**src/rtl/qrm_pkg.sv**
```systemverilog
`timescale 1ns / 1ps

package qrm_pkg;

	localparam int FRAC_BITS = 14;

	localparam int IN_W   = 16;
	localparam int OUT_W  = 16;
	localparam int TH_W   = 10;
	localparam int NLANE  = 9;

	// products of two parts, the norm, and the doubled numerators
	localparam int PROD_W = 2 * IN_W;
	localparam int N_W    = PROD_W + 1;
	localparam int NUM_W  = PROD_W + 2;

	// quotient holds up to 1.0, so one bit above the fraction
	localparam int QW     = FRAC_BITS + 1;
	localparam int X_W    = N_W + FRAC_BITS;
	localparam int EXT_W  = (QW + 1 > OUT_W) ? QW + 1 : OUT_W;
	localparam int CMP_W  = (QW > TH_W) ? QW : TH_W;

	localparam int FRONT_STAGES = 5;
	// edges from the accepting edge to the edge that takes the result
	localparam int LAT = FRONT_STAGES + QW + 1;

	localparam logic [TH_W-1:0] SNAP_RESET = TH_W'(2);
	localparam logic [QW-1:0]   LIM_Q      = {1'b1, {FRAC_BITS{1'b0}}};

	typedef struct packed {
		logic            neg;
		logic [N_W-1:0]  rem;
		logic [QW-1:0]   low;
	} div_lane_t;

	typedef struct packed {
		logic                        zero;
		logic [N_W-1:0]              n;
		div_lane_t [NLANE-1:0]       lane;
	} div_item_t;

endpackage

```
**src/rtl/qrm_div_step.sv**
```systemverilog
`timescale 1ns / 1ps

module qrm_div_step (
	input  logic               clk,
	input  logic               arst_n,
	input  logic               in_valid,
	input  qrm_pkg::div_item_t in_item,
	output logic               out_valid,
	output qrm_pkg::div_item_t out_item
);
	import qrm_pkg::*;

	logic [N_W:0]   trial_c [NLANE];
	logic [N_W:0]   diff_c  [NLANE];
	logic           ge_c    [NLANE];
	div_item_t      item_c;
	logic           v_s1;
	div_item_t      item_s1;

	// one restoring step per lane: shift in the next dividend bit, subtract if it fits
	always_comb begin
		item_c = in_item;
		for (int e = 0; e < NLANE; e++) begin
			trial_c[e] = {in_item.lane[e].rem, in_item.lane[e].low[QW-1]};
			diff_c[e]  = trial_c[e] - {1'b0, in_item.n};
			ge_c[e]    = (trial_c[e] >= {1'b0, in_item.n});
			item_c.lane[e].rem = ge_c[e] ? diff_c[e][N_W-1:0] : trial_c[e][N_W-1:0];
			item_c.lane[e].low = {in_item.lane[e].low[QW-2:0], ge_c[e]};
		end
	end

	always_ff @(posedge clk or negedge arst_n) begin
		if (!arst_n) begin
			v_s1 <= 1'b0;
		end else begin
			v_s1 <= in_valid;
		end
	end

	always_ff @(posedge clk) begin
		item_s1 <= item_c;
	end

	assign out_valid = v_s1;
	assign out_item  = item_s1;

endmodule

```
**config.mk**
```make
export PLATFORM = sky130hd
export DESIGN_NAME = qrm_div_step
export DESIGN_NICKNAME = d
export VERILOG_FILES = /design/src/rtl/qrm_pkg.sv /design/src/rtl/qrm_div_step.sv
export SDC_FILE = /design/constraint.sdc
export NUM_CORES = 1
export LEC_CHECK = 0
export BUFFER_PORTS_ARGS = -buffer_cell sky130_fd_sc_hd__buf_4
export CAP_MARGIN = 15
export CORE_AREA = 4 4 369 371
export CTS_BUF_LIST = sky130_fd_sc_hd__clkbuf_16
export CTS_CLUSTER_DIAMETER = 120
export DETAILED_ROUTE_END_ITERATION = 12
export DIE_AREA = 0 0 373 375
export PLACE_DENSITY_LB_ADDON = 0.3
export SYNTH_ARGS = -nofsm -noshare
export SYNTH_HDL_FRONTEND = slang
export SYNTH_SLANG_ARGS = --single-unit
```
**constraint.sdc**
```tcl
create_clock -name clk -period 0.8 [get_ports clk]
set_clock_uncertainty 0.15 [all_clocks]
set_input_delay 0.04 -clock clk [delete_from_list [all_inputs] [get_ports clk]]
set_output_delay 0.04 -clock clk [all_outputs]
set_load 0.05 [all_outputs]
```
==> impl_metrics.yaml <==
global_routing:
  use_met2_pct: 42.5
  top_usage_layer: "met2"
  antenna_found_initial: 46
  grt_pass1_vias: 36200
  grt_pass1_wl_um: 250000
  gr-usage-met1_pct: 29.5
  grt.met3_usage_pct: 4.51
  overflow: 0
  track_usage_pct: 24.2
  grt_start_max_net_pins: 29
logic_synthesis:
  synth_seq_cells: 476
  synth.cell_area_um2: 28300
  ys_warn_count: 0
  synth_edf_count: 0
  postSynthCellCount: 3228
  async_flop_share_pct: 0.210
  syn_avg_cell_area_um2: 8.75
  seq_area_frac_synth_pct: 33.7
  synth_flop_cell: "dfxtp_1"
  synth_cell_types: 88
  synth_nets: 4012
sta:
  fin_crit_sh_pct: 347
  whs_ns: -0.528
  max_freq_ghz: 0.361
  max_slew_margin_pct: 52.9
  worstMarginPinSlew_ns: 0.699
  period_minus_slack_ns: 2.77
  hold_viol_final: 285
  timing.final.ws_setup_ns: -1.97
  grt_setup_unrepaired: "true"
  setup_tns_ns: -834.96
  maxSlewViolCount: 0
  setup_viol: 827
route:
  routed-via-count: 35500
  via_per_inst: 4.62
  ant_nets: 0
  wl_per_cell_um: 23.3
  route.detailed.drc: 0
  wirelength_um: 179000
  first_pass_iters: 7
  drt_iter0_markers: 2049
worst_setup_path:
  worstPathBufferInverterCount: 7
  worstPathMaxFanout: 8
  cp_slowest_stage_delay_ns: 0.47
  critPathKind: "primary input to flop"
  critPathMostFrequentCell: "buf_4"
  worst_path_max_delay_cell: "o41ai_4"
  required_ns: 1.25
  start_kind: "primary input"
  cpLargestDelayFamily: "compound AO/OA/AOI/OAI gates"
  crit_chain: "buf_8, buf_12, ha_4, inv_4, fa_2, a21oi_4, o211ai_1, a31oi_2, o31a_1, o41ai_4, buf_4, a21oi_4, o21a_4, buf_4, buf_6, o31ai_2, buf_4"
  arrival_ns: 3.23
  end_kind: "flop"
die:
  die_x_um: 373
  num_io_pins: 954
  dieHeight_um: 375
  start_util_pct: 21.3
  num_rows: 134
  die_area_um2: 140000
  core_area_um2: 133000
run_status:
  status: "complete, but fails checks"
  violations: "hold timing, setup timing"
place:
  post_dp_cell_area_um2: 46300
  place_ws_ns: -2.79
  gp_congestion: 0.921
  dpl.hpwl_um: 142000
  io_buffers: 953
finish:
  drive_above_1_share_pct: 49.2
  fin_area_um2: 58500
  syn2layout_area_growth_pct: 107
  fin_nets: 6639
clocking:
  clock-root-buffer: "clkbuf_16"
  cts-htree-levels: 2
  cts_tree: "done"
  numCtsBuffers: 61
  path_clk_slew_ns: 0.07
  cts_sinks: 476
  ctsLongestPathBuffers: 3
power_and_ir_drop:
  ir_drop_mv: 1.64
  power.density_nw_per_um2: 1960
  leakage_nw: 27.5
worst_hold_path:
  hp-class: "primary input to flop"
  holdPathEnd: "out_item[323]"
  hold_depth: 3
  hp-start: "in_item[322]"
flow_run:
  cap_viol_max_count: 0
==> metal layers <==
| metal | wire length, µm | vias to the layer above |
|---|---|---|
| met2 | 87000 | 1160 |
| met4 | 7490 | 16 |
| li1 | - | 17100 |
| met3 | 11300 | 243 |
| met1 | 73500 | 17000 |
| met5 | 112 | - |
==> layout by cell type, fill, tap and decap left out, types with 85 or more instances in the layout <==
| master | instances |
|---|---|
| ha_1 | 223 |
| dfxtp_1 | 475 |
| nor2_1 | 161 |
| a21oi_1 | 228 |
| o21ai_0 | 103 |
| buf_4 | 1989 |
| dlygate4sd3_1 | 447 |
| inv_1 | 130 |
| nand2_1 | 223 |
| buf_12 | 85 |
| xnor2_1 | 153 |
| a21o_1 | 151 |
==> sequential cells by signal, indices dropped and copies added (netlist names) <==
signal and cells:
out_item 475, out_valid 1
==> cells in the mapped netlist (13+ instances only) <==
cell type,count,area [µm²]
dfxtp_1,475,9510
a21oi_1,310,1550
ha_1,297,3720
nand2_1,267,1000
o21ai_0,227,1140
nor2_1,205,769
xnor2_1,153,1340
a21o_1,151,1130
inv_1,151,567
mux2_2,103,1160
xor2_1,74,648
clkbuf_1,73,274
nor3_1,57,285
nand3_1,55,275
o21bai_1,50,375
nand4_1,40,250
o21a_1,34,255
o31ai_1,33,248
a211oi_1,32,240
nand2b_1,32,200
and3_1,31,194
nor2b_1,31,194
o211ai_1,31,233
a31oi_1,24,150
and2_1,20,125
a21boi_0,17,128
or2_2,14,87.6
or3_1,14,87.6
and4_1,13,114
==> report_power, final <==
group	internal [mW]	switching, mW
sequential	27.5	1.74
combinational	24.1	32.2
clock	17.1	12.2
==> repair_timing <==
item | in CTS | in global routing
pin swaps | 171 | 146
setup endpoints to repair | 782 | 825
gates cloned | 28 | 8
endpoints found under the hold margin | 475 | 337
hold buffers | 435 | 47
setup buffers | 138 | 44
gates resized for setup | 564 | 278
==> metrics by stage <==
step           std cells  power (mW)  util (%)  hold slack (ns)
6_report            7692         115      44.0           -0.528
5_1_grt             7680         120      44.0           -0.568
4_1_cts             7616         114      42.7           -0.742
3_5_place_dp        6918        78.1      34.8           -0.334
3_3_place_gp        6918        78.2      34.8           -0.335
2_1_floorplan       3228        56.2         -           -0.406
==> final cells by class <==
class	instances	area, µm²
Timing Repair inverter	1	8.76
Sequential cell	476	9530
Clock buffer	61	1530
Clock inverter	51	553
Tap cell	1768	2210
Inverter	152	626
Multi-Input combinational cell	2511	20900
Timing Repair Buffer	2652	23100
Fill cell	12700	74500
Antenna cell	20	50.0
==> cells by family after synthesis <==
logic type | synth area share (%)
AO/OA/AOI/OAI | 23.9
AND/OR/NAND/NOR | 13.7
flip-flops | 33.7
adder cells (fa/ha/maj) | 13.8
buffers and inverters | 3.33
XOR/XNOR | 7.04
multiplexers | 4.49
==> how the worst max path moves through the flow <==
stage,from,endpoint,slack [ns],cells past startpoint
3_3_place_gp,in_item[442],out_item[334],-2.75,12
2_1_floorplan,in_item[442],out_item[338],-2.59,11
5_1_grt,in_item[237],out_item[214],-1.98,15
6_report,in_item[441],out_item[145],-1.97,17
4_1_cts,in_item[441],out_item[185],-1.83,17
3_5_place_dp,in_item[442],out_item[76],-2.79,14
Power figures use the tool's default switching activity.
