### config.mk
export PLATFORM = sky130hd
export DESIGN_NAME = qrm_out
export DESIGN_NICKNAME = d
export VERILOG_FILES = /design/src/rtl/qrm_pkg.sv /design/src/rtl/qrm_out.sv
export SDC_FILE = /design/constraint.sdc
export NUM_CORES = 1
export LEC_CHECK = 0
export BUFFER_PORTS_ARGS = -buffer_cell sky130_fd_sc_hd__buf_2
export CAP_MARGIN = 25
export CELL_PAD_IN_SITES_DETAIL_PLACEMENT = 0
export CELL_PAD_IN_SITES_GLOBAL_PLACEMENT = 1
export CORE_AREA = 2 2 246 248
export CTS_CLUSTER_DIAMETER = 200
export DETAILED_ROUTE_END_ITERATION = 8
export DIE_AREA = 0 0 248 250
export PLACE_DENSITY = 0.57
export SYNTH_ARGS = -nofsm -noshare
export SYNTH_HDL_FRONTEND = slang
export SYNTH_SLANG_ARGS = --single-unit
export TNS_END_PERCENT = 20
### constraint.sdc
create_clock -name clk -period 1.1 [get_ports clk]
set_input_delay 0.165 -clock clk [delete_from_list [all_inputs] [get_ports clk]]
set_output_delay 0.165 -clock clk [all_outputs]
set_load 0.1 [all_outputs]
### src/rtl/qrm_pkg.sv
`timescale 1ns / 1ps

package qrm_pkg;

	localparam int FRAC_BITS = 14;

	localparam int IN_W   = 16;
	localparam int OUT_W  = 16;
	localparam int TH_W   = 10;
	localparam int NLANE  = 9;

	// products of two parts, the norm, and the doubled numerators
	localparam int PROD_W = 2 * IN_W;
	localparam int N_W    = PROD_W + 1;
	localparam int NUM_W  = PROD_W + 2;

	// quotient holds up to 1.0, so one bit above the fraction
	localparam int QW     = FRAC_BITS + 1;
	localparam int X_W    = N_W + FRAC_BITS;
	localparam int EXT_W  = (QW + 1 > OUT_W) ? QW + 1 : OUT_W;
	localparam int CMP_W  = (QW > TH_W) ? QW : TH_W;

	localparam int FRONT_STAGES = 5;
	// edges from the accepting edge to the edge that takes the result
	localparam int LAT = FRONT_STAGES + QW + 1;

	localparam logic [TH_W-1:0] SNAP_RESET = TH_W'(2);
	localparam logic [QW-1:0]   LIM_Q      = {1'b1, {FRAC_BITS{1'b0}}};

	typedef struct packed {
		logic            neg;
		logic [N_W-1:0]  rem;
		logic [QW-1:0]   low;
	} div_lane_t;

	typedef struct packed {
		logic                        zero;
		logic [N_W-1:0]              n;
		div_lane_t [NLANE-1:0]       lane;
	} div_item_t;

endpackage

### src/rtl/qrm_out.sv
`timescale 1ns / 1ps

module qrm_out (
	input  logic                                    clk,
	input  logic                                    arst_n,
	input  logic                                    in_valid,
	input  qrm_pkg::div_item_t                      in_item,
	input  logic [qrm_pkg::TH_W-1:0]                snap_threshold,
	output logic                                    done,
	output logic [qrm_pkg::NLANE-1:0][qrm_pkg::OUT_W-1:0] entry,
	output logic                                    zero_norm
);
	import qrm_pkg::*;

	logic [QW-1:0]    sat_c [NLANE];
	logic [QW-1:0]    snap_c [NLANE];
	logic [EXT_W-1:0] val_c [NLANE];
	logic [NLANE-1:0][OUT_W-1:0] entry_c;

	logic                        done_q;
	logic [NLANE-1:0][OUT_W-1:0] entry_q;
	logic                        zero_q;

	always_comb begin
		for (int e = 0; e < NLANE; e++) begin
			sat_c[e]  = (in_item.lane[e].low > LIM_Q) ? LIM_Q : in_item.lane[e].low;
			snap_c[e] = (CMP_W'(sat_c[e]) < CMP_W'(snap_threshold)) ? '0 : sat_c[e];
			val_c[e]  = in_item.lane[e].neg ? -EXT_W'(snap_c[e]) : EXT_W'(snap_c[e]);
			entry_c[e] = in_item.zero ? '0 : val_c[e][OUT_W-1:0];
		end
	end

	always_ff @(posedge clk or negedge arst_n) begin
		if (!arst_n) begin
			done_q <= 1'b0;
		end else begin
			done_q <= in_valid;
		end
	end

	always_ff @(posedge clk or negedge arst_n) begin
		if (!arst_n) begin
			entry_q <= '0;
			zero_q  <= 1'b0;
		end else if (in_valid) begin
			entry_q <= entry_c;
			zero_q  <= in_item.zero;
		end
	end

	assign done      = done_q;
	assign entry     = entry_q;
	assign zero_norm = zero_q;

endmodule

==> run_results.csv, run 1 <==
group,metric,value,unit
outcome,outcome,"finished with violations",
outcome,violations,"negative setup slack",
routing,wl_per_cell,19.9,um
setup_path,path_class,"in -> reg",
placed_design,hpwl,46500,um
setup_path,cp.required,1.47,ns
logic_synthesis,synth.area.top_cells,"dfrtp_1, ha_1, nand2_1",
final_layout,num-nets-final,2804,
final_layout,area_growth,95.3,%
logic_synthesis,syn-cell-area,0.0121,mm2
setup_path,cp_max_fo,3,
routing,drc_errors,0,
pwr,p_clk_share,25.1,%
routing,vias,14800,
routing,first_pass_iters,7,
sta,fin_worst_skew,0,ns
sta,tightest_slew,0.817,ns
sta,hold_violations,0,
job,drv_cap,0,
clock_network,htree_levels,4,
setup_path,end_kind,"flip-flop",
clock_network,cts_sinks,146,
sta,holdWs,0.0345,ns
clock_network,max-clock-path-buffers,2,
logic_synthesis,synth-seq-area-share,30.1,%
setup_path,rrSetupSlack,0.07,ns
global_routing,grt_use_total,19.3,%
global_routing,grt_pass1_wl,91400,um
logic_synthesis,ys_warn_count,0,
clock_network,insertion_delay,0.48,ns
global_routing,grt_overflow_total,0,
final_layout,fin_util,39.8,%
final_layout,layout-drive-gt1-share,51.9,%
logic_synthesis,netlist.area_leader.share,30.1,%
floorplan,boundaryPins,634,
floorplan,initial_core_util,20.4,%
final_layout,fill_cells,5833,
global_routing,antenna_found_initial,11,
logic_synthesis,synth_xor_area_share,3.17,%
pwr,combPwrFrac,48.4,%
pwr,sequentialPowerShare,26.5,%
sta,setup_slack,-2.13,ns
routing,avgViaCountPerCell,4.88,
logic_synthesis,synth_most_common_cell,"nand2_1",
floorplan,die-area,0.0620,mm2
logic_synthesis,syn_inst,1462,
routing,routed_wl,60100,um
sta,period_share,294,%
placed_design,portBuffers,303,
logic_synthesis,synth-simple-area-share,25.0,%
pwr,p_leak,10.5,nW
setup_path,slowest_delay,0.53,ns
logic_synthesis,ys_ff_latch,146,
setup_path,crit_slowest_cell,"or4_4",
sta,fmax,309,MHz
global_routing,grt_pass1_vias,15400,
routing,ant_nets,0,
setup_path,cp.arrival,3.61,ns
clock_network,clk_pin_slew,0.07,ns
floorplan,row_count,90,
pwr,p_sw,0.0103,W
pwr,ir_drop,1280,uV
logic_synthesis,synth_compound_area_share,26.7,%
floorplan,die_h,250,um
logic_synthesis,synth_flop_cell,"dfrtp_1",
setup_path,critPathLaunchType,"input port",
sta,rsz0062_at_grt,"yes",
sta,final_max_slew_viol_count,0,
logic_synthesis,synth_top_family_by_area,"compound AO/OA/AOI/OAI gates",
clock_network,cts_root_buffer,"clkbuf_16",
routing,drtIter0Drc,780,
setup_path,worstPathCellList,"buf_6 -> or4_4 -> or3_4 -> or4_4 -> o21ai_4 -> and2_4 -> ha_4 -> nand2_2 -> o21ai_2 -> a41oi_2 -> o21ai_2 -> and2_4 -> nand2_4 -> ha_4 -> buf_6 -> nand2_2 -> nand2_1 -> a21oi_2 -> nor3b_1 -> a221o_1",
pwr,power_density,1020,mW/mm2
logic_synthesis,synthMuxAreaShare,1.69,%
placed_design,gp_congestion,0.899,
sta,post-route-min-period,3.23,ns
min_path,timing.hold.worst.class,"in -> reg",
logic_synthesis,synthAdderAreaFrac,9.28,%
clock_network,cts_tree,"yes",
floorplan,coreArea,0.0596,mm2
logic_synthesis,ys_async_sr_fraction,100,%
global_routing,grt_start_max_net_pins,59,
logic_synthesis,avgSynthCellArea,8.30,um2
logic_synthesis,synth_common_cells,"nand2_1, dfrtp_1, nor2_1",
clock_network,numCtsBuffers,17,
pwr,p_sw_share,42.6,%
logic_synthesis,synth-edff-count,0,
pwr,internal_power,0.0139,W
sta,final.setup.tns,-221.37,ns
floorplan,die_x,248,um
sta,slew_headroom,45.4,%
logic_synthesis,ys_types,80,
logic_synthesis,yosysTopAreaCell,"dfrtp_1",
logic_synthesis,syn_nets,2040,
sta,setup_violations,290,
-- worst max-delay path, delay by kind of cell --
kind	cells	cell delay, ns
and+or+nand+nor	10	1.97
buffers and inverters	2	0.21
adders and majority gates	2	0.31
AOI/OAI and AO/OA	6	0.96
-- layout by cell type, fill, tap and decap left out, types with 18 or more instances in the layout --
cell,n
buf_6,83
nor2_1,75
xnor2_1,19
buf_4,427
o21ai_1,19
buf_2,126
inv_1,47
nand2_1,123
o31ai_1,21
nand2_2,23
dfrtp_1,140
and2_1,18
buf_12,166
nor2b_1,73
ha_1,64
a21oi_1,44
o2bb2ai_1,29
ha_4,25
nand2_4,21
o211ai_1,21
o21ai_0,42
nand3_1,34
nor3_1,21
xor2_1,23
-- stage by stage --
stage	std cells	power [W]	cell area [um2]	worst slack, ns
2_1_floorplan	1462	0.0119	12600	-2.67
3_3_place_gp	2917	0.0171	20600	-2.76
3_5_place_dp	2917	0.0171	20600	-2.81
4_1_cts	2989	0.0240	22600	-2.16
5_1_grt	3022	0.0253	23700	-2.22
6_report	3030	0.0242	23700	-2.13
-- metal layers --
layer	up-vias	global-route usage (%)	share of wire [%]
met2	397	31.9	48
met4	8	6.16	2.6
met3	85	4.87	6.2
li1	7053	-	-
met1	7236	24.4	44
met5	-	0	0.081
-- power by group through the flow --
stage / Sequential (W) / Combinational (W) / Clock (W)
after floorplan: 0.00951 / 0.00237 / 0
after global placement: 0.00651 / 0.0106 / 0
after detailed placement: 0.00650 / 0.0106 / 0
after CTS: 0.00642 / 0.0113 / 0.00628
after global routing: 0.00647 / 0.0123 / 0.00647
final: 0.00641 / 0.0117 / 0.00607
-- final cells by class --
| class | instances | area, um2 | share of cell area, % |
|---|---|---|---|
| timing repair buffer | 816 | 8280 | 34.9 |
| clock inverter | 14 | 141 | 0.596 |
| multi-input combinational | 1190 | 9960 | 42.0 |
| clock buffer | 18 | 439 | 1.85 |
| tap | 782 | 978 | 4.13 |
| inverter | 55 | 229 | 0.966 |
| sequential | 146 | 3660 | 15.4 |
| antenna | 9 | 22.5 | 0.0950 |
-- final timing paths --
| kind | start | cells past startpoint | end |
|---|---|---|---|
| min reg2reg | entry[111]$_DFFE_PN0P_ | 1 | entry[111]$_DFFE_PN0P_ |
| min in group asynchronous | arst_n | 2 | entry[62]$_DFFE_PN0P_ |
| min | in_item[13] | 3 | entry[13]$_DFFE_PN0P_ |
| max reg2reg | entry[90]$_DFFE_PN0P_ | 2 | entry[90]$_DFFE_PN0P_ |
| max in group asynchronous | arst_n | 3 | entry[140]$_DFFE_PN0P_ |
| max | in_item[247] | 20 | entry[84]$_DFFE_PN0P_ |
-- cell families (layout without fill, tap and decap cells) --
| family | after synthesis | after routing |
|---|---|---|
| AOI/OAI and AO/OA | 446 | 446 |
| xor gates and xnor gates | 44 | 44 |
| adders and majority gates | 90 | 90 |
| buffers and inverters | 126 | 903 |
| DFF | 146 | 146 |
| muxes | 20 | 20 |
| other | 0 | 9 |
| and+or+nand+nor | 590 | 590 |
-- sequential cells by signal (all words and copies together), names as in the netlist --
name,count
done,1
entry,144
zero_norm,1
-- what timing repair did --
action	4_1_cts	5_1_grt
setup endpoints to repair	290	290
hold buffers	5	0
endpoints found under the hold margin	149	0
setup buffers	38	38
gates resized for setup	279	179
cloned	0	0
pin swaps	179	131
No activity file was read; power rests on OpenSTA's default activity.
==> inputs of run 2 (changes only) <==
--- a/config.mk
+++ b/config.mk
@@ -10,6 +10,7 @@
 export CELL_PAD_IN_SITES_DETAIL_PLACEMENT = 0
 export CELL_PAD_IN_SITES_GLOBAL_PLACEMENT = 1
 export CORE_AREA = 2 2 246 248
+export CTS_BUF_LIST = sky130_fd_sc_hd__clkbuf_4 sky130_fd_sc_hd__clkbuf_8
 export CTS_CLUSTER_DIAMETER = 200
 export DETAILED_ROUTE_END_ITERATION = 8
 export DIE_AREA = 0 0 248 250
==> run 2 against run 1 <==
Largest power group unchanged. Fmax is 2.4% higher. Worst setup slack improved by 0.076 ns. Clock power down 25%. Critical path type unchanged. Sequential power about the same. Power down 5.6%. Critical endpoint unchanged. Critical path depth unchanged. The run still ends with negative setup slack left.
==> run_results.csv, run 2 (synthesized netlist as in run 1, its figures left out) <==
group,metric,value,unit
global_routing,antenna_found_initial,11,
placed_design,dpl_worst_slack,-2.81,ns
min_path,timing.hold.worst.class,"in -> reg",
sta,tightest_slew,0.863,ns
pwr,internal_power,0.0127,W
setup_path,rrSetupSlack,0.07,ns
placed_design,hpwl,46500,um
routing,ant_nets,0,
pwr,p_leak,10.6,nW
floorplan,boundaryPins,634,
clock_network,htree_levels,4,
sta,setup_violations,290,
sta,hold_violations,0,
routing,wl_per_cell,19.8,um
sta,setup_slack,-2.06,ns
setup_path,critPathLaunchType,"input port",
final_layout,num-nets-final,2848,
sta,period_share,287,%
clock_network,cts_tree,"yes",
final_layout,fill_cells,5840,
pwr,p_clk_share,20.0,%
clock_network,numCtsBuffers,17,
pwr,sequentialPowerShare,28.1,%
routing,routed_wl,60900,um
final_layout,layout_common_cells,"buf_4, buf_12, dfrtp_1, buf_2, nand2_1",
routing,avgViaCountPerCell,4.86,
clock_network,cts_sinks,146,
floorplan,coreArea,0.0596,mm2
sta,final_max_slew_viol_count,0,
pwr,combPwrFrac,51.9,%
pwr,p_total,0.0228,W
setup_path,cp_max_fo,3,
sta,post-route-min-period,3.16,ns
global_routing,grt_start_max_net_pins,59,
placed_design,gp_congestion,0.899,
final_layout,fin_util,40.3,%
floorplan,row_count,90,
pwr,p_sw_share,44.5,%
placed_design,portBuffers,303,
pwr,ir_drop,881,uV
setup_path,path_class,"in -> reg",
outcome,violations,"negative setup slack",
routing,drtIter0Drc,820,
floorplan,die_h,250,um
sta,rsz0062_at_grt,"yes",
floorplan,die-area,0.0620,mm2
final_layout,layout-drive-gt1-share,51.1,%
outcome,outcome,"finished with violations",
global_routing,grt_pass1_vias,15600,
global_routing,grt_overflow_total,0,
pwr,power_density,950,mW/mm2
global_routing,grt_use_total,19.5,%
global_routing,grt_pass1_wl,92300,um
final_layout,layout_commonest_cell,"buf_4",
clock_network,clk_pin_slew,0.10,ns
final_layout,area_growth,97.9,%
routing,drc_errors,0,
pwr,p_sw,0.0102,W
setup_path,cp.required,1.55,ns
routing,first_pass_iters,5,
sta,fin_worst_skew,0,ns
job,drv_cap,0,
clock_network,max-clock-path-buffers,2,
sta,slew_headroom,42.3,%
final_layout,largest_register_ffs,144,
clock_network,insertion_delay,0.55,ns
routing,vias,14900,
setup_path,cp.arrival,3.61,ns
floorplan,die_x,248,um
setup_path,end_kind,"flip-flop",
sta,holdWs,0.0272,ns
floorplan,initial_core_util,20.4,%
clock_network,cts_root_buffer,"clkbuf_8",
sta,fmax,317,MHz
==> run 2: metrics by stage <==
step           std cells  TNS, ns  cell area (um2)
6_report            3072  -222.80            24000
5_1_grt             3066  -244.38            24000
4_1_cts             3030  -224.65            22900
3_5_place_dp        2917  -289.55            20600
3_3_place_gp        2917  -284.78            20600
2_1_floorplan       1462  -241.98            12600
==> run 2: final timing paths <==
check / startpoint / end / cells after the start
hold / removal: in_item[201] / entry[69]$_DFFE_PN0P_ / 4
setup reg to reg: entry[90]$_DFFE_PN0P_ / entry[90]$_DFFE_PN0P_ / 2
min in group asynchronous: arst_n / entry[62]$_DFFE_PN0P_ / 2
max in group asynchronous: arst_n / entry[106]$_DFFE_PN0P_ / 3
setup / recovery: in_item[247] / entry[84]$_DFFE_PN0P_ / 20
hold reg to reg: entry[111]$_DFFE_PN0P_ / entry[111]$_DFFE_PN0P_ / 1
==> run 2: cell type report <==
class | count | area (um2) | area share [%]
inverter | 55 | 229 | 0.953
timing repair buffer | 860 | 8750 | 36.4
clock inverter | 14 | 141 | 0.589
antenna | 7 | 17.5 | 0.0729
sequential | 146 | 3660 | 15.2
clock buffer | 18 | 248 | 1.03
tap | 782 | 978 | 4.07
multi-input combinational | 1190 | 9990 | 41.6
==> run 2: critical path, stage by stage <==
cell	delay, ns
buf_6	0.09
or4_4	0.53
or3_4	0.34
or4_4	0.44
o21ai_4	0.19
and2_4	0.18
ha_4	0.14
nand2_2	0.05
o21ai_2	0.12
a41oi_2	0.12
o21ai_2	0.17
and2_4	0.21
nand2_4	0.06
ha_4	0.17
buf_6	0.12
nand2_2	0.04
nand2_1	0.06
a21oi_2	0.12
nor3b_1	0.05
a221o_1	0.25
==> run 2: power groups by stage <==
stage / clock network (W) / registers (W) / logic (W)
6_report: 0.00457 / 0.00641 / 0.0118
5_1_grt: 0.00497 / 0.00647 / 0.0125
4_1_cts: 0.00480 / 0.00641 / 0.0114
3_5_place_dp: 0 / 0.00650 / 0.0106
3_3_place_gp: 0 / 0.00651 / 0.0106
2_1_floorplan: 0 / 0.00951 / 0.00237
==> run 2: per-layer routing <==
layer / wire length, um / GRT usage, % / share of wire, %
met5: 49 / 0 / 0.081
met4: 1620 / 6.12 / 2.7
met3: 3370 / 5.03 / 5.5
met2: 29000 / 32.2 / 48
met1: 26800 / 24.6 / 44
==> run 2: what timing repair did <==
| item | 4_1_cts | 5_1_grt |
|---|---|---|
| pin swaps | 177 | 150 |
| hold buffers | 46 | 0 |
| gates resized for setup | 276 | 192 |
| hold endpoints to repair | 187 | 0 |
| setup endpoints to repair | 290 | 290 |
| buffers inserted | 37 | 41 |
